**src/hdl/lr_pkg.sv**
```systemverilog
// Shared constants, types and descriptor layout for the line rasterizer.
package lr_pkg;

  localparam int unsigned SCREEN_WIDTH  = 320;
  localparam int unsigned SCREEN_HEIGHT = 200;
  localparam int unsigned PIX_COUNT     = SCREEN_WIDTH * SCREEN_HEIGHT;

  localparam int unsigned X_IDX_W = (SCREEN_WIDTH > 1) ? $clog2(SCREEN_WIDTH) : 1;
  localparam int unsigned Y_IDX_W = (SCREEN_HEIGHT > 1) ? $clog2(SCREEN_HEIGHT) : 1;
  localparam int unsigned ADDR_W  = (PIX_COUNT > 1) ? $clog2(PIX_COUNT) : 1;

  localparam int unsigned COORD_W = 16;
  localparam int unsigned POS_W   = COORD_W + 2;
  localparam int unsigned LEN_W   = 16;
  localparam int unsigned ERR_W   = LEN_W + 3;
  localparam int unsigned COUNT_W = LEN_W + 1;
  localparam int unsigned COLOR_W = 8;

  localparam int unsigned FIFO_DEPTH = 2;
  localparam int unsigned FIFO_PTR_W = (FIFO_DEPTH > 1) ? $clog2(FIFO_DEPTH) : 1;
  localparam int unsigned FIFO_CNT_W = $clog2(FIFO_DEPTH + 1);

  typedef enum logic [1:0] {
    KIND_DRAW   = 2'd0,
    KIND_READ   = 2'd1,
    KIND_REJECT = 2'd2
  } kind_e;

  typedef struct packed {
    kind_e                      kind;
    logic                       vert;
    logic                       step_en;
    logic                       step_neg;
    logic signed [COORD_W-1:0]  x0;
    logic signed [COORD_W-1:0]  y0;
    logic        [LEN_W-1:0]    major;
    logic        [LEN_W-1:0]    minor;
    logic        [COLOR_W-1:0]  color;
  } desc_t;

endpackage

```
**src/hdl/lr_fifo.sv**
```systemverilog
// Short descriptor queue between the classifying front and the tracing back.
module lr_fifo (
  input  logic          clk_i,
  input  logic          rst_ni,
  input  logic          push_i,
  input  lr_pkg::desc_t desc_i,
  output logic          full_o,
  input  logic          pop_i,
  output lr_pkg::desc_t desc_o,
  output logic          empty_o
);

  lr_pkg::desc_t                   entry_q [lr_pkg::FIFO_DEPTH];
  logic [lr_pkg::FIFO_PTR_W-1:0]   wr_ptr_q, wr_ptr_d;
  logic [lr_pkg::FIFO_PTR_W-1:0]   rd_ptr_q, rd_ptr_d;
  logic [lr_pkg::FIFO_CNT_W-1:0]   cnt_q, cnt_d;
  logic                            do_push, do_pop;

  assign full_o  = (cnt_q == lr_pkg::FIFO_CNT_W'(lr_pkg::FIFO_DEPTH));
  assign empty_o = (cnt_q == '0);
  assign do_push = push_i && !full_o;
  assign do_pop  = pop_i && !empty_o;
  assign desc_o  = entry_q[rd_ptr_q];

  always_comb begin
    wr_ptr_d = wr_ptr_q;
    rd_ptr_d = rd_ptr_q;
    cnt_d    = cnt_q;
    if (do_push) begin
      wr_ptr_d = (wr_ptr_q == lr_pkg::FIFO_PTR_W'(lr_pkg::FIFO_DEPTH - 1)) ?
                 '0 : wr_ptr_q + 1'b1;
    end
    if (do_pop) begin
      rd_ptr_d = (rd_ptr_q == lr_pkg::FIFO_PTR_W'(lr_pkg::FIFO_DEPTH - 1)) ?
                 '0 : rd_ptr_q + 1'b1;
    end
    if (do_push && !do_pop) begin
      cnt_d = cnt_q + 1'b1;
    end else if (do_pop && !do_push) begin
      cnt_d = cnt_q - 1'b1;
    end
  end

  always_ff @(posedge clk_i or negedge rst_ni) begin
    if (!rst_ni) begin
      wr_ptr_q <= '0;
      rd_ptr_q <= '0;
      cnt_q    <= '0;
    end else begin
      wr_ptr_q <= wr_ptr_d;
      rd_ptr_q <= rd_ptr_d;
      cnt_q    <= cnt_d;
    end
  end

  always_ff @(posedge clk_i) begin
    if (do_push) begin
      entry_q[wr_ptr_q] <= desc_i;
    end
  end

endmodule

```
**config.mk**
```make
export PLATFORM = sky130hd
export DESIGN_NAME = lr_fifo
export DESIGN_NICKNAME = d
export VERILOG_FILES = /design/src/hdl/lr_pkg.sv /design/src/hdl/lr_fifo.sv
export SDC_FILE = /design/constraint.sdc
export NUM_CORES = 1
export LEC_CHECK = 0
export ABC_AREA = 1
export BUFFER_PORTS_ARGS = -buffer_cell sky130_fd_sc_hd__clkbuf_2
export CAP_MARGIN = 20
export CORE_UTILIZATION = 47
export CTS_CLUSTER_SIZE = 30
export DETAILED_ROUTE_END_ITERATION = 10
export PLACE_DENSITY_LB_ADDON = 0.2
export SYNTH_ARGS = -nofsm -noshare
export SYNTH_HDL_FRONTEND = slang
export SYNTH_SLANG_ARGS = --single-unit
```
**constraint.sdc**
```tcl
create_clock -name clk_i -period 4.13 [get_ports clk_i]
set_clock_uncertainty 0.15 [all_clocks]
set_input_delay 0.6195 -clock clk_i [delete_from_list [all_inputs] [get_ports clk_i]]
set_output_delay 0.6195 -clock clk_i [all_outputs]
set_load 0.05 [all_outputs]
```
==> qor.txt <==
Die W - 113 um
DR WL met3 - 811 um
Most common cell after layout, fill and taps aside - nand2_1
Total congestion overflow - 0
Slew HR - 44.0%
Vias in the first global route - 3,472
Area of the multi-input gates - 973 sq um
Vias per cell - 4.66
Htree depth - 4
First-pass detailed-route iteration total - 4
Core footprint - 0.0121 sq mm
Die Y - 113 um
Synth warn - 0
Die area - 0.0129 sq mm
Initial detailed-routing violation count - 286
Syn-to-layout area delta - 25.4%
Root Driver - clkbuf_16
Starting Density - 48.4%
Vias - 3,647
Outcome - completed
Worst slack, placed - 1750 ps
Register area - 0.00473 sq mm
Critical Path Sink Type - primary output
# fillers - 957
CP Launch Type - flip-flop
Diode count - 0
Highest Clock Rate - 0.360 GHz
PortBufs - 159
DRT met1 WL - 5.14 mm
Antenna violations before repair - 0
Slowest stage delay, CP - 670 ps
DR WL/cell - 14.5 um
Worst hold path type - input pin to flip-flop
Final min period - 2780 ps
Synthesized Nets - 516
Fin. Hold Viols - 0
Met2 WL post-DR - 5.19 mm
Synth unique cells - 15
Top Layer Used - met4
RSZ-0062 raised after global routing - no
# DRC - 0
# IOs - 160
Tot GR Track Use - 18.4%
GPL Wtd Cong - 0.732
TritonCTS Sinks - 158
Number of cell rows - 40
Post-CTS sizing - 0
Critical Path RT - 3360 ps
Post-Syn Area - 0.00583 sq mm
MaxCap Viol Count - 0
CTS tree - done
NumNets Final - 684
Final Worst Setup Slack - 1350 ps
Layout cells sized above 1 - 31.4%
Crit-path max FO - 78
Worst Setup Path Type - flip-flop to primary output
Pin slew with the least headroom to its limit - 840 ps
Post-synthesis cell count - 434
DRT antenna net count - 0
Setup TNS - 0 ps
Seq/Total Area, Yosys - 81.0%
Clock insertion delay at the later pin of the skew report - 410 ps
Most frequent cells in the layout - nand2_1 (240), clkbuf_2 (159), edfxtp_1 (154)
First-pass GRT wire length - 17.3 mm
Crit-path slowest cell - buf_4
Final cell count without fillers - 782
Final Max Tran Viols - 0
Crit path arrival time - 2010 ps
Avg Inst Size Synth - 13.4 sq um
Dpl hpwl - 7.18 mm
Clock Tree Buf Depth - 2
Clk pin slew, worst setup/hold paths - 60 ps
Critical path cell sequence - buf_4, nand2_1, nand2_1, clkbuf_2
Crit share post-route - 67.2%
Number of buffers created by CTS - 17
Placed instance count - 750
FF+latch count, synth - 158
Drt total wl - 11.3 mm
Most frequent CP cell - nand2_1
Setup-failing EPs final - 0
Largest net degree at the start of global routing - 79
cells in the mapped netlist (all sizes together):
| cell | n | area share (%) |
|---|---|---|
| nand3 | 1 | 0.086 |
| nand4 | 1 | 0.11 |
| edfxtp | 154 | 79 |
| nand3b | 1 | 0.13 |
| buf | 17 | 1.9 |
| o21ai | 2 | 0.17 |
| inv | 8 | 0.51 |
| nand2 | 240 | 15 |
| ha | 1 | 0.21 |
| xnor2 | 1 | 0.15 |
| nor2 | 4 | 0.26 |
| dfrtp | 4 | 1.7 |
worst paths after layout:
path                                       from                  endpoint  cells after the start  slack, ps
setup / recovery           rd_ptr_q$_DFFE_PN0P_                desc_o[26]                      4       1350
hold / removal                       desc_i[30]  entry_q[0][30]$_DFFE_PP_                      1        240
setup reg to reg           cnt_q[0]$_DFFE_PN0P_  entry_q[0][59]$_DFFE_PP_                      5       1940
hold reg to reg            wr_ptr_q$_DFFE_PN0P_      wr_ptr_q$_DFFE_PN0P_                      2        330
max in group asynchronous                rst_ni      rd_ptr_q$_DFFE_PN0P_                      2       3300
min in group asynchronous                rst_ni      wr_ptr_q$_DFFE_PN0P_                      2        390
through the flow:
| step | hold slack (ps) | instance area, sq um | util (%) |
|---|---|---|---|
| floorplan | 174 | 5830 | - |
| global placement | 284 | 6790 | 56.3 |
| detailed placement | 284 | 6790 | 56.3 |
| CTS | 222 | 7320 | 60.7 |
| global route | 226 | 7320 | 60.7 |
| finish | 241 | 7320 | 60.7 |
metal layers:
layer,global-route usage (%),up-vias
li1,-,1801
met1,23.5,1708
met2,28.1,123
met3,6.91,15
met4,8.60,0
met5,0,-
cells by family after synthesis:
family,Yosys count,share of synthesized area [%]
simple gates,247,16.0
flops,158,81.0
buf+inv,25,2.42
fa+ha+maj,1,0.215
xor+xnor,1,0.150
compound gates,2,0.172
layout make-up:
class | count | share of cell area [%]
multi-input combinational | 251 | 13.3
inverter | 8 | 0.428
tap | 168 | 2.87
clock inverter | 12 | 1.08
timing repair buffer | 166 | 11.8
clock buffer | 19 | 5.92
sequential | 158 | 64.6
worst max-delay path: cells and delay by family (launching register included):
family,cells,cell delay [ps]
and+or+nand+nor,2,280
buffers and inverters,2,940
DFF,1,360
sequential cells by signal, indices dropped and copies added (netlist names):
name / cells
entry_q: 154
wr_ptr_q: 1
rd_ptr_q: 1
cnt_q: 2
what timing repair did:
action	CTS	global route
hold buffers	1	0
setup endpoints to repair	0	0
endpoints found under the hold margin	4	0
setup buffers	0	0
Power is left out: the tool's default activity adds up to more than one toggle a clock period on the data nets, which glitch-free logic cannot reach.
