==> src/hdl/lr_pkg.sv <==
// Shared constants, types and descriptor layout for the line rasterizer.
package lr_pkg;

  localparam int unsigned SCREEN_WIDTH  = 320;
  localparam int unsigned SCREEN_HEIGHT = 200;
  localparam int unsigned PIX_COUNT     = SCREEN_WIDTH * SCREEN_HEIGHT;

  localparam int unsigned X_IDX_W = (SCREEN_WIDTH > 1) ? $clog2(SCREEN_WIDTH) : 1;
  localparam int unsigned Y_IDX_W = (SCREEN_HEIGHT > 1) ? $clog2(SCREEN_HEIGHT) : 1;
  localparam int unsigned ADDR_W  = (PIX_COUNT > 1) ? $clog2(PIX_COUNT) : 1;

  localparam int unsigned COORD_W = 16;
  localparam int unsigned POS_W   = COORD_W + 2;
  localparam int unsigned LEN_W   = 16;
  localparam int unsigned ERR_W   = LEN_W + 3;
  localparam int unsigned COUNT_W = LEN_W + 1;
  localparam int unsigned COLOR_W = 8;

  localparam int unsigned FIFO_DEPTH = 2;
  localparam int unsigned FIFO_PTR_W = (FIFO_DEPTH > 1) ? $clog2(FIFO_DEPTH) : 1;
  localparam int unsigned FIFO_CNT_W = $clog2(FIFO_DEPTH + 1);

  typedef enum logic [1:0] {
    KIND_DRAW   = 2'd0,
    KIND_READ   = 2'd1,
    KIND_REJECT = 2'd2
  } kind_e;

  typedef struct packed {
    kind_e                      kind;
    logic                       vert;
    logic                       step_en;
    logic                       step_neg;
    logic signed [COORD_W-1:0]  x0;
    logic signed [COORD_W-1:0]  y0;
    logic        [LEN_W-1:0]    major;
    logic        [LEN_W-1:0]    minor;
    logic        [COLOR_W-1:0]  color;
  } desc_t;

endpackage

==> src/hdl/lr_front.sv <==
// Front end: takes requests, rejects trivial lines and sets up the trace descriptor.
module lr_front (
  input  logic                               clk_i,
  input  logic                               rst_ni,
  input  logic                               hold_i,
  input  logic                               push_i,
  output logic                               full_o,
  input  logic                               command_i,
  input  logic signed [lr_pkg::COORD_W-1:0]  start_x_i,
  input  logic signed [lr_pkg::COORD_W-1:0]  start_y_i,
  input  logic signed [lr_pkg::COORD_W-1:0]  end_x_i,
  input  logic signed [lr_pkg::COORD_W-1:0]  end_y_i,
  input  logic        [lr_pkg::COLOR_W-1:0]  draw_color_i,
  output logic                               q_push_o,
  output lr_pkg::desc_t                      q_desc_o,
  input  logic                               q_full_i
);

  localparam logic signed [lr_pkg::COORD_W:0] WIDTH_S  =
    (lr_pkg::COORD_W + 1)'(lr_pkg::SCREEN_WIDTH);
  localparam logic signed [lr_pkg::COORD_W:0] HEIGHT_S =
    (lr_pkg::COORD_W + 1)'(lr_pkg::SCREEN_HEIGHT);

  logic                               s_valid_q, s_valid_d;
  logic                               cmd_q;
  logic signed [lr_pkg::COORD_W-1:0]  ax_q, ay_q, bx_q, by_q;
  logic        [lr_pkg::COLOR_W-1:0]  color_q;
  logic                               accept;

  logic signed [lr_pkg::COORD_W:0]    ax_w, ay_w, bx_w, by_w;
  logic signed [lr_pkg::COORD_W:0]    dx, dy, ndx, ndy;
  logic        [lr_pkg::LEN_W-1:0]    adx, ady;
  logic                               vert, swap, reject;

  assign full_o   = hold_i || (s_valid_q && q_full_i);
  assign accept   = push_i && !full_o;
  assign q_push_o = s_valid_q && !q_full_i;

  always_comb begin
    s_valid_d = s_valid_q;
    if (accept) begin
      s_valid_d = 1'b1;
    end else if (q_push_o) begin
      s_valid_d = 1'b0;
    end
  end

  always_ff @(posedge clk_i or negedge rst_ni) begin
    if (!rst_ni) begin
      s_valid_q <= 1'b0;
    end else begin
      s_valid_q <= s_valid_d;
    end
  end

  always_ff @(posedge clk_i) begin
    if (accept) begin
      cmd_q   <= command_i;
      ax_q    <= start_x_i;
      ay_q    <= start_y_i;
      bx_q    <= end_x_i;
      by_q    <= end_y_i;
      color_q <= draw_color_i;
    end
  end

  // Deltas need one extra bit; their magnitudes always fit in the length width.
  always_comb begin
    ax_w   = (lr_pkg::COORD_W + 1)'(ax_q);
    ay_w   = (lr_pkg::COORD_W + 1)'(ay_q);
    bx_w   = (lr_pkg::COORD_W + 1)'(bx_q);
    by_w   = (lr_pkg::COORD_W + 1)'(by_q);
    dx     = bx_w - ax_w;
    dy     = by_w - ay_w;
    ndx    = -dx;
    ndy    = -dy;
    adx    = dx[lr_pkg::COORD_W] ? ndx[lr_pkg::LEN_W-1:0] : dx[lr_pkg::LEN_W-1:0];
    ady    = dy[lr_pkg::COORD_W] ? ndy[lr_pkg::LEN_W-1:0] : dy[lr_pkg::LEN_W-1:0];
    vert   = ady > adx;
    swap   = vert ? dy[lr_pkg::COORD_W] : dx[lr_pkg::COORD_W];
    reject = ((ax_w >= WIDTH_S) && (bx_w >= WIDTH_S)) ||
             ((ay_w >= HEIGHT_S) && (by_w >= HEIGHT_S));

    q_desc_o.vert  = vert;
    q_desc_o.color = color_q;
    q_desc_o.major = vert ? ady : adx;
    q_desc_o.minor = vert ? adx : ady;
    if (vert) begin
      q_desc_o.step_en  = (dx != '0);
      q_desc_o.step_neg = dx[lr_pkg::COORD_W] ^ swap;
    end else begin
      q_desc_o.step_en  = (dy != '0);
      q_desc_o.step_neg = dy[lr_pkg::COORD_W] ^ swap;
    end

    if (cmd_q) begin
      q_desc_o.kind = lr_pkg::KIND_READ;
      q_desc_o.x0   = ax_q;
      q_desc_o.y0   = ay_q;
    end else if (reject) begin
      q_desc_o.kind = lr_pkg::KIND_REJECT;
      q_desc_o.x0   = ax_q;
      q_desc_o.y0   = ay_q;
    end else begin
      q_desc_o.kind = lr_pkg::KIND_DRAW;
      q_desc_o.x0   = swap ? bx_q : ax_q;
      q_desc_o.y0   = swap ? by_q : ay_q;
    end
  end

endmodule

==> config.mk <==
export PLATFORM = sky130hd
export DESIGN_NAME = lr_front
export DESIGN_NICKNAME = d
export VERILOG_FILES = /design/src/hdl/lr_pkg.sv /design/src/hdl/lr_front.sv
export SDC_FILE = /design/constraint.sdc
export NUM_CORES = 1
export LEC_CHECK = 0
export BUFFER_PORTS_ARGS = -buffer_cell sky130_fd_sc_hd__buf_2
export CAP_MARGIN = 20
export CORE_MARGIN = 5
export CORE_UTILIZATION = 49
export DETAILED_ROUTE_END_ITERATION = 8
export PLACE_DENSITY = 0.88
export SYNTH_ARGS = -nofsm -noshare
export SYNTH_HDL_FRONTEND = slang
export SYNTH_SLANG_ARGS = --single-unit
==> constraint.sdc <==
create_clock -name clk_i -period 5.3 [get_ports clk_i]
set_input_delay 0.53 -clock clk_i [delete_from_list [all_inputs] [get_ports clk_i]]
set_output_delay 0.53 -clock clk_i [all_outputs]
set_load 0.05 [all_outputs]
==> flow_summary.yaml, run 1 <==
timing:
  setup_viol: 66
  min_period_over_period_pct: 120.9
  clock.fmax_mhz: 156.1
  min_period_ns: 6.407
  maxSlewViolCount: 0
  setup-tns-final_ns: -64.64
  final-hold-violation-count: 0
  worst_slew_pin_slew_ns: 1.064
  worst_slack_ns: -1.107
  rsz0062_at_grt: "yes"
  finClkSkew_ns: 0.02097
  slew_headroom_pct: 28.14
finish:
  drive_gt1_share_pct: 54.82
  fin_cells: 1095
  final.fill_count: 620
  fin_nets: 1048
  syn2layout_area_growth_pct: 63.10
  layout_common_cells: "150 x buf_4, 92 x buf_2, 73 x edfxtp_1"
  multi_input_area_um2: 4657
  n_antenna_cell: 0
  layout_commonest_cell: "buf_4"
  fin_area_um2: 10150
  final-seq-area_um2: 2217
  utilization_pct: 81.08
power_and_ir_drop:
  net-switching-power_w: 0.002066
  pwr-share-clk_pct: 15.2
  ir_drop_mv: 0.2737
  p_leak_nw: 4.495
  internal_power_w: 0.002400
  power_density_nw_per_um2: 440.1
  seqPwrFrac_pct: 15.6
  combPwrFrac_pct: 69.2
  sw_frac_of_total_pct: 46.26
route:
  via_per_inst: 6.725
  route.detailed.drc: 2
  wl_um: 28640
  wl_per_cell_um: 26.16
  drt_pass1_iterations: 9
  drt-initial-drc-count: 1093
  drt.antenna.violating_nets: 0
  vias: 7364
setup_path:
  cp_max_fo: 8
  critPathLaunchType: "flop"
  path_common_cell: "buf_4"
  crit_type: "reg2out"
  cp.required_ns: 4.77
  critPathArrivalTime_ns: 5.88
  max_stage_delay_ns: 0.46
  critical-path-top-delay-family: "compound AO/OA/AOI/OAI gates"
  crit_slowest_cell: "edfxtp_1"
  path_cells: "ha_1 -> buf_4 -> nand4_1 -> buf_4 -> nor4_1 -> a211oi_2 -> buf_4 -> o21bai_1 -> a21oi_1 -> xnor2_1 -> xnor2_2 -> inv_2 -> ha_4 -> nand4_1 -> nor2_2 -> o21ai_2 -> a21oi_2 -> o21ai_4 -> o2111ai_4 -> buf_6 -> buf_12 -> mux2_4 -> buf_6"
  critPathCaptureType: "primary output"
  crit_buf_inv: 7
floorplan:
  dieArea_um2: 15050
  core_area_um2: 12520
  die_height_um: 122.7
  dieWidth_um: 122.7
  row_count: 41
  io_pins: 157
  initial_core_util_pct: 49.71
synth:
  yosys-top-cells-area: "edfxtp_1 35%, ha_1 10%, mux2_4 6.8%"
  syn_area_um2: 6222
  synth_top_area_share_pct: 35.23
  syn-num-nets: 741
  yosys_warnings: 0
  postSynthAreaPerCell_um2: 10.18
  synth_edf_count: 73
  seq_area_frac_synth_pct: 35.63
  async_flop_share_pct: 1.351
  yosys.area.top_type: "edfxtp_1"
  synth_seq_cells: 74
  ys_types: 69
  ys.flop_type: "edfxtp_1"
  synthCells: 611
placement:
  hpwl_um: 13860
  place_ws_ns: -0.3620
  placed_cells: 1039
  gp_congestion: 0.9441
  dpl_cell_area_um2: 8384
  io_buffer_count: 156
status:
  status: "finished with violations"
  violations: "DRC, setup timing"
grt:
  grt_first_pass_wirelength_um: 36920
  grt_max_degree: 39
  track_usage_pct: 31.74
  antenna_found_initial: 1
  grt_pass1_vias: 7148
  grt_overflow_total: 0
clocking:
  htreeDepth: 3
  cts_tree: "built"
  clk_pin_slew_worst_paths_ns: 0.08
  clock-root-buffer: "clkbuf_16"
  cts.sinks: 74
  clock_latency_ns: 0.35
  clock_path_buffers: 2
  numCtsBuffers: 9
job:
  maxCapViolCount: 0
worst_hold_path:
  hp-class: "in2reg"
## registers in the layout (all words and copies together) (netlist names)
name and count:
ax_q 16, ay_q 16, bx_q 16, by_q 16
cmd_q 1, color_q 8, s_valid_q 1
## Yosys cell counts, types with 8 or more instances
library cell,n
o21a_1,9
ha_1,50
nor3_1,19
nand2_1,27
edfxtp_1,73
mux2i_1,35
xnor2_1,25
a21o_1,10
mux2_4,28
inv_1,62
nand3_1,11
nor2b_1,9
nor2_1,44
a21oi_1,27
a31oi_1,8
o21ai_0,22
xor2_1,20
## power groups by stage
| stage | sequential, W | clock (W) | combinational (W) |
|---|---|---|---|
| floorplan | 0.000711 | 0 | 0.00170 |
| global placement | 0.000705 | 0 | 0.00229 |
| detailed placement | 0.000706 | 0 | 0.00233 |
| CTS | 0.000694 | 0.000674 | 0.00276 |
| global route | 0.000700 | 0.000704 | 0.00317 |
| finish | 0.000698 | 0.000678 | 0.00309 |
## cells by family (layout without fill, tap and decap cells)
family          Yosys count  count (layout)  share of synthesized area (%)
compound gates          141             141                          16.39
xor+xnor                 45              45                          6.334
fa+ha+maj                52              52                          10.70
buf+inv                  81             393                          5.690
flops                    74              74                          35.63
mux                      68              68                          13.29
simple gates            150             150                          11.96
## final timing paths
kind	from	endpoint	slack, ns	depth (start not counted)
worst min-delay path	end_y_i[6]	by_q[6]$_DFFE_PP_	0.35	1
worst min register to register	s_valid_q$_DFFE_PN0P_	s_valid_q$_DFFE_PN0P_	0.50	1
worst max-delay path	by_q[8]$_DFFE_PP_	q_desc_o[56]	-1.11	23
min in group asynchronous	rst_ni	s_valid_q$_DFFE_PN0P_	0.52	2
worst max register to register	s_valid_q$_DFFE_PN0P_	by_q[7]$_DFFE_PP_	3.04	3
max in group asynchronous	rst_ni	s_valid_q$_DFFE_PN0P_	4.69	2
## final cells by class
type                       count  area share (%)
multi-input combinational    456           45.89
timing repair buffer         314           24.60
sequential                    74           21.85
inverter                      63           2.404
clock buffer                  10           2.256
tap                          172           2.121
clock inverter                 6          0.8877
## worst reg2reg max path, stage by stage, from the launching register on
cell and delay (ns):
dfrtp_1 0.38, a21oi_1 0.18, and2_2 0.74, buf_4 0.59
## per-layer routing
layer  GRT usage, %  up-vias  part of all wire (%)
li1               -     2881                     -
met1          33.78     3311                    31
met2          54.46      811                    46
met3          7.558      359                    12
met4          23.51        2                    11
met5              0        -                 0.070
## through the flow
step / hold slack, ns / power, W
5_1_grt: 0.3422 / 0.004575
3_5_place_dp: 0.3067 / 0.003037
3_3_place_gp: 0.3044 / 0.002990
6_report: 0.3468 / 0.004467
2_1_floorplan: 0.2344 / 0.002411
4_1_cts: 0.3473 / 0.004126
## repair_timing
action                                  CTS  global route
endpoints found under the setup margin   66            66
pin swaps                                37            48
cloned                                    3             0
hold buffers                              1             0
hold endpoints to repair                  1             0
setup buffers                            16            25
gates resized for setup                 196            74
Power figures use the tool's default switching activity.
==> run 2, diff against run 1 <==
==> constraint.sdc (replaced) <==
create_clock -name clk_i -period 5.3 [get_ports clk_i]
set_input_delay 0.265 -clock clk_i [delete_from_list [all_inputs] [get_ports clk_i]]
set_output_delay 0.265 -clock clk_i [all_outputs]
set_load 0.05 [all_outputs]
==> run 2 against run 1 <==
Net effect:
- the run ends with setup timing left
- global-route usage is 5.3 points lower
- maximum frequency is 8.3% higher
- non-clock buffer count is 43 lower
- first-iteration DRC count is 31% lower
- sequential power hardly changed
- routed wire length is 17% lower
- final cell count is 3.8% lower
- worst hold slack worse by 0.27 ns
- sequential share of layout area is 2.0 points higher
- die area stayed put
- clock-buffer cell count stayed put
- final area is 8.2% lower
- critical endpoint is now q_desc_o[45]
==> flow_summary.yaml, run 2 (synthesis gave the netlist of run 1 again) <==
power_and_ir_drop:
  p_leak_nw: 4.197
  pwr-share-clk_pct: 14.7
  combPwrFrac_pct: 67.6
  internal_power_w: 0.002074
  power_w: 0.003949
  seqPwrFrac_pct: 17.7
  ir_drop_mv: 0.2883
  power_density_nw_per_um2: 424.0
  net-switching-power_w: 0.001874
  sw_frac_of_total_pct: 47.46
finish:
  fin_area_um2: 9313
  utilization_pct: 74.40
  syn2layout_area_growth_pct: 49.67
  layout_commonest_cell: "buf_4"
  fin_nets: 1005
  layout_common_cells: "121 x buf_4, 92 x buf_2, 73 x edfxtp_1"
  drive_gt1_share_pct: 48.07
  final.fill_count: 758
clocking:
  clk_pin_slew_worst_paths_ns: 0.07
  cts.sinks: 74
  clock_path_buffers: 2
  clock_latency_ns: 0.35
  cts_tree: "built"
  htreeDepth: 3
  numCtsBuffers: 9
  clock-root-buffer: "clkbuf_16"
setup_path:
  cp-startpoint: "ax_q[0]$_DFFE_PP_"
  r2r_start: "s_valid_q$_DFFE_PN0P_"
  critical-path-top-delay-family: "compound AO/OA/AOI/OAI gates"
  cp_num_cells: 24
  path_cells: "ha_4 -> fa_2 -> and2b_2 -> buf_6 -> o22ai_1 -> xnor2_2 -> a211oi_4 -> nand4b_1 -> buf_4 -> nor2_4 -> a21oi_2 -> xnor2_2 -> ha_1 -> a21o_1 -> a21o_1 -> a21oi_2 -> o21ai_2 -> o21ai_4 -> nand2_2 -> o2111ai_4 -> buf_6 -> buf_12 -> mux2_4 -> buf_8"
  critPathArrivalTime_ns: 5.65
  critPathCaptureType: "primary output"
  max_stage_delay_ns: 0.45
  crit_buf_inv: 5
  critPathLaunchType: "flop"
  crit_slowest_cell: "edfxtp_1"
  cp.required_ns: 5.04
  cp_max_fo: 7
  crit_type: "reg2out"
  worstRegToRegCells: 3
route:
  wl_um: 23810
  route.detailed.drc: 0
  vias: 6671
  drt.antenna.violating_nets: 0
  via_per_inst: 6.335
  wl_per_cell_um: 22.61
  drt_pass1_iterations: 9
  drt-initial-drc-count: 757
status:
  violations: "setup timing"
  status: "finished with violations"
floorplan:
  dieArea_um2: 15050
  initial_core_util_pct: 49.71
  dieWidth_um: 122.7
  row_count: 41
  io_pins: 157
  core_area_um2: 12520
  die_height_um: 122.7
grt:
  grt_first_pass_wirelength_um: 31090
  grt_pass1_vias: 6323
  track_usage_pct: 26.42
  antenna_found_initial: 0
  grt_max_degree: 39
  grt_overflow_total: 0
timing:
  min_period_over_period_pct: 111.6
  clock.fmax_mhz: 169.0
  min_period_ns: 5.916
  rsz0062_at_grt: "yes"
  finClkSkew_ns: 0.008920
  final-hold-violation-count: 0
  worst_slew_pin_slew_ns: 0.8701
  maxSlewViolCount: 0
  setup_viol: 66
  slew_headroom_pct: 42.00
  worst_slack_ns: -0.6161
placement:
  gp_congestion: 0.8877
  io_buffer_count: 156
  dpl_cell_area_um2: 7781
  hpwl_um: 13360
job:
  maxCapViolCount: 0
worst_hold_path:
  holdPathStages: 1
  hp-class: "in2reg"
  worstHoldStart: "start_x_i[6]"
## run 2: changes by cell type in the layout (fill, tap and decap cells not counted), sizes merged
cell,before,now
inv,64,65
clkinvlp,1,2
clkbuf,10,15
diode,0,1
buf,313,265
bufinv,2,0
## run 2: path summary, 6_finish.rpt
kind                                               to  slack, ns
max in group asynchronous       s_valid_q$_DFFE_PN0P_       4.98
worst min register to register  s_valid_q$_DFFE_PN0P_       0.50
worst max register to register     by_q[10]$_DFFE_PP_       3.05
min in group asynchronous       s_valid_q$_DFFE_PN0P_       0.24
worst min-delay path                ax_q[6]$_DFFE_PP_       0.08
worst max-delay path                     q_desc_o[45]      -0.62
## run 2: cell type report
type | instances | area (µm²) | share of cell area (%)
multi-input combinational | 456 | 4284 | 46.00
antenna | 1 | 2.502 | 0.02687
timing repair buffer | 271 | 2078 | 22.32
inverter | 63 | 244.0 | 2.620
clock buffer | 10 | 229.0 | 2.459
tap | 172 | 215.2 | 2.311
clock inverter | 6 | 42.54 | 0.4568
sequential | 74 | 2217 | 23.81
## run 2: what timing repair did
action                                 CTS  global route
endpoints found under the hold margin    1             0
pin swaps                               41            41
hold buffers                             1             0
gates cloned                             3             0
buffers inserted                        29            17
gates resized for setup                142           111
setup endpoints to repair               66            66
## run 2: power by group through the flow
stage	logic, W	registers, W	clock network (W)
after floorplan	0.00155	0.000711	0
after global placement	0.00208	0.000706	0
after detailed placement	0.00211	0.000707	0
after CTS	0.00236	0.000695	0.000582
after global routing	0.00275	0.000699	0.000615
final	0.00267	0.000697	0.000582
## run 2: stage by stage
step | hold slack, ns | instances | TNS, ns | worst slack (ns)
floorplan | -0.03059 | 611 | -3.039 | -0.2231
global placement | 0.03953 | 990 | 0 | 0.08662
detailed placement | 0.04152 | 990 | -2.716 | -0.1412
CTS | 0.07554 | 1038 | -1.612 | -0.07773
global route | 0.07533 | 1052 | -35.38 | -0.6590
finish | 0.08109 | 1053 | -32.99 | -0.6161
## run 2: metal layers
metal,GRT usage (%),part of all wire [%],wire length [µm],vias up
met3,6.037,10,2499,209
met5,0,0,0,-
met1,30.57,35,8338,3098
met4,12.04,7.4,1770,0
met2,46.33,47,11200,558
li1,-,-,-,2806
==> run 3, diff against run 2 <==
--- a/config.mk
+++ b/config.mk
@@ -5,12 +5,13 @@
 export SDC_FILE = /design/constraint.sdc
 export NUM_CORES = 1
 export LEC_CHECK = 0
-export BUFFER_PORTS_ARGS = -buffer_cell sky130_fd_sc_hd__buf_2
+export BUFFER_PORTS_ARGS = -buffer_cell sky130_fd_sc_hd__buf_4
 export CAP_MARGIN = 20
 export CORE_MARGIN = 5
 export CORE_UTILIZATION = 49
 export DETAILED_ROUTE_END_ITERATION = 8
 export PLACE_DENSITY = 0.88
+export SLEW_MARGIN = 20
 export SYNTH_ARGS = -nofsm -noshare
 export SYNTH_HDL_FRONTEND = slang
 export SYNTH_SLANG_ARGS = --single-unit
==> run 3 against run 2 <==
Net effect:
- the flow still finishes with violations (setup timing)
- flip-flop and latch count is the same
- combinational power up 6%
- maximum frequency down 0.31%
- clock skew down 0.0033 ns
- largest power group unchanged
==> flow_summary.yaml, run 3 (synthesis gave the netlist of run 1 again) <==
status:
  status: "finished with violations"
  violations: "setup timing"
setup_path:
  r2r_start: "s_valid_q$_DFFE_PN0P_"
  path_cells: "ha_1 -> a211o_1 -> a2111oi_4 -> o21ai_1 -> buf_4 -> xnor2_2 -> buf_4 -> nor2_1 -> a31oi_1 -> xor2_1 -> inv_1 -> ha_1 -> a21o_1 -> a21o_1 -> a21oi_1 -> o21ai_1 -> o21ai_4 -> nand2_2 -> o2111ai_4 -> buf_12 -> clkbuf_16 -> mux2_4 -> buf_8"
  critPathArrivalTime_ns: 5.67
  cp.required_ns: 5.04
  crit_type: "reg2out"
  crit_slowest_cell: "edfxtp_1"
  crit_buf_inv: 6
  critical-path-top-delay-family: "compound AO/OA/AOI/OAI gates"
  critPathLaunchType: "flop"
  max_stage_delay_ns: 0.45
  critPathCaptureType: "primary output"
  cp-startpoint: "by_q[7]$_DFFE_PP_"
  cp_max_fo: 6
grt:
  use_met1_pct: 29.62
  grt_max_degree: 39
  track_usage_pct: 24.80
  gr-usage-met3_pct: 4.839
  grt_pass1_vias: 6001
  top_usage_layer: "met2"
  antenna_found_initial: 0
  use_met2_pct: 43.29
  grt_overflow_total: 0
  grt_first_pass_wirelength_um: 29640
clocking:
  cts.sinks: 74
  clk_pin_slew_worst_paths_ns: 0.06
  cts_tree: "built"
  clock-root-buffer: "clkbuf_16"
  numCtsBuffers: 9
  htreeDepth: 3
  clock_latency_ns: 0.34
  clock_path_buffers: 2
route:
  wl_per_cell_um: 22.45
  vias: 6527
  wl_um: 23370
  route.detailed.drc: 0
  via_per_inst: 6.270
  drt-initial-drc-count: 812
  drt.antenna.violating_nets: 0
  drt_pass1_iterations: 6
timing:
  final-hold-violation-count: 0
  finClkSkew_ns: 0.005619
  clock.fmax_mhz: 168.5
  worst_slack_ns: -0.6346
  hold_ws_ns: 0.09787
  slew_headroom_pct: 43.39
  maxSlewViolCount: 0
  setup_viol: 66
  min_period_ns: 5.935
  rsz0062_at_grt: "yes"
  worst_slew_pin_slew_ns: 0.8492
  min_period_over_period_pct: 112.0
finish:
  fin_nets: 994
  layout_common_cells: "197 x buf_4, 73 x edfxtp_1, 61 x inv_1"
  n_antenna_cell: 0
  syn2layout_area_growth_pct: 53.31
  utilization_pct: 76.21
  layout_commonest_cell: "buf_4"
  drive_gt1_share_pct: 47.18
job:
  maxCapViolCount: 0
floorplan:
  initial_core_util_pct: 49.71
  dieArea_um2: 15050
  io_pins: 157
  die_height_um: 122.7
  core_area_um2: 12520
  dieWidth_um: 122.7
  row_count: 41
power_and_ir_drop:
  internal_power_w: 0.002245
  seqPwrFrac_pct: 16.9
  sw_frac_of_total_pct: 45.68
  net-switching-power_w: 0.001887
  ir_drop_mv: 0.2457
  power_density_nw_per_um2: 433.1
  pwr-share-clk_pct: 14.8
  combPwrFrac_pct: 68.3
  p_leak_nw: 4.261
placement:
  gp_congestion: 0.8778
  hpwl_um: 13080
  io_buffer_count: 156
worst_hold_path:
  worstHoldStart: "draw_color_i[1]"
  hp-class: "in2reg"
==> run 3: cell count changes in the layout (fill, tap and decap cells not counted), moves of 4 or more <==
| cell | delta |
|---|---|
| buf_4 | +76 |
| clkbuf_4 | -5 |
| buf_8 | -4 |
| buf_2 | -92 |
| buf_6 | +11 |
==> run 3: worst paths after layout <==
path,endpoint,slack (ns),cells past startpoint
worst max-delay path,q_desc_o[51],-0.63,23
worst min-delay path,color_q[1]$_DFFE_PP_,0.1,1
worst max register to register,by_q[5]$_DFFE_PP_,3.08,3
worst min register to register,s_valid_q$_DFFE_PN0P_,0.50,1
max in group asynchronous,s_valid_q$_DFFE_PN0P_,4.95,2
min in group asynchronous,s_valid_q$_DFFE_PN0P_,0.27,2
==> run 3: power groups by stage <==
stage	sequential (W)	combinational, W	clock (W)
after floorplan	0.000711	0.00155	0
after global placement	0.000705	0.00219	0
after detailed placement	0.000707	0.00222	0
after CTS	0.000695	0.00235	0.000622
after global routing	0.000700	0.00291	0.000645
final	0.000697	0.00282	0.000611
==> run 3: final cells by class <==
type / instances / area [µm²]
fillers: 725 / 2978
repair buffers: 260 / 2277
clock inverters: 4 / 51.30
well taps: 172 / 215.2
multi-input cells: 456 / 4283
clock buffers: 12 / 246.5
flip-flops and latches: 74 / 2217
inverters: 63 / 249.0
==> run 3: per-stage QoR <==
step	power, W	setup TNS (ns)	setup WS (ns)	cell area, µm²	cells
6_report	0.004132	-35.81	-0.6346	9539	1041
5_1_grt	0.004253	-41.27	-0.7150	9539	1041
4_1_cts	0.003672	-2.094	-0.09845	8930	1023
3_5_place_dp	0.002929	-2.499	-0.1142	8109	982
3_3_place_gp	0.002900	-0.03174	-0.02153	8109	982
2_1_floorplan	0.002261	-3.039	-0.2231	6351	611
==> run 3: routing by layer <==
layer | up-vias | wire [µm]
li1 | 2779 | -
met3 | 157 | 2105
met1 | 3099 | 8453
met4 | 0 | 1544
met5 | - | 0
met2 | 492 | 11270
==> run 3: timing repair <==
item	CTS	global route
hold endpoints to repair	1	0
pin swaps	25	34
hold buffers	1	0
setup endpoints to repair	66	66
resized for setup	81	98
setup buffers	21	18
cloned	3	2
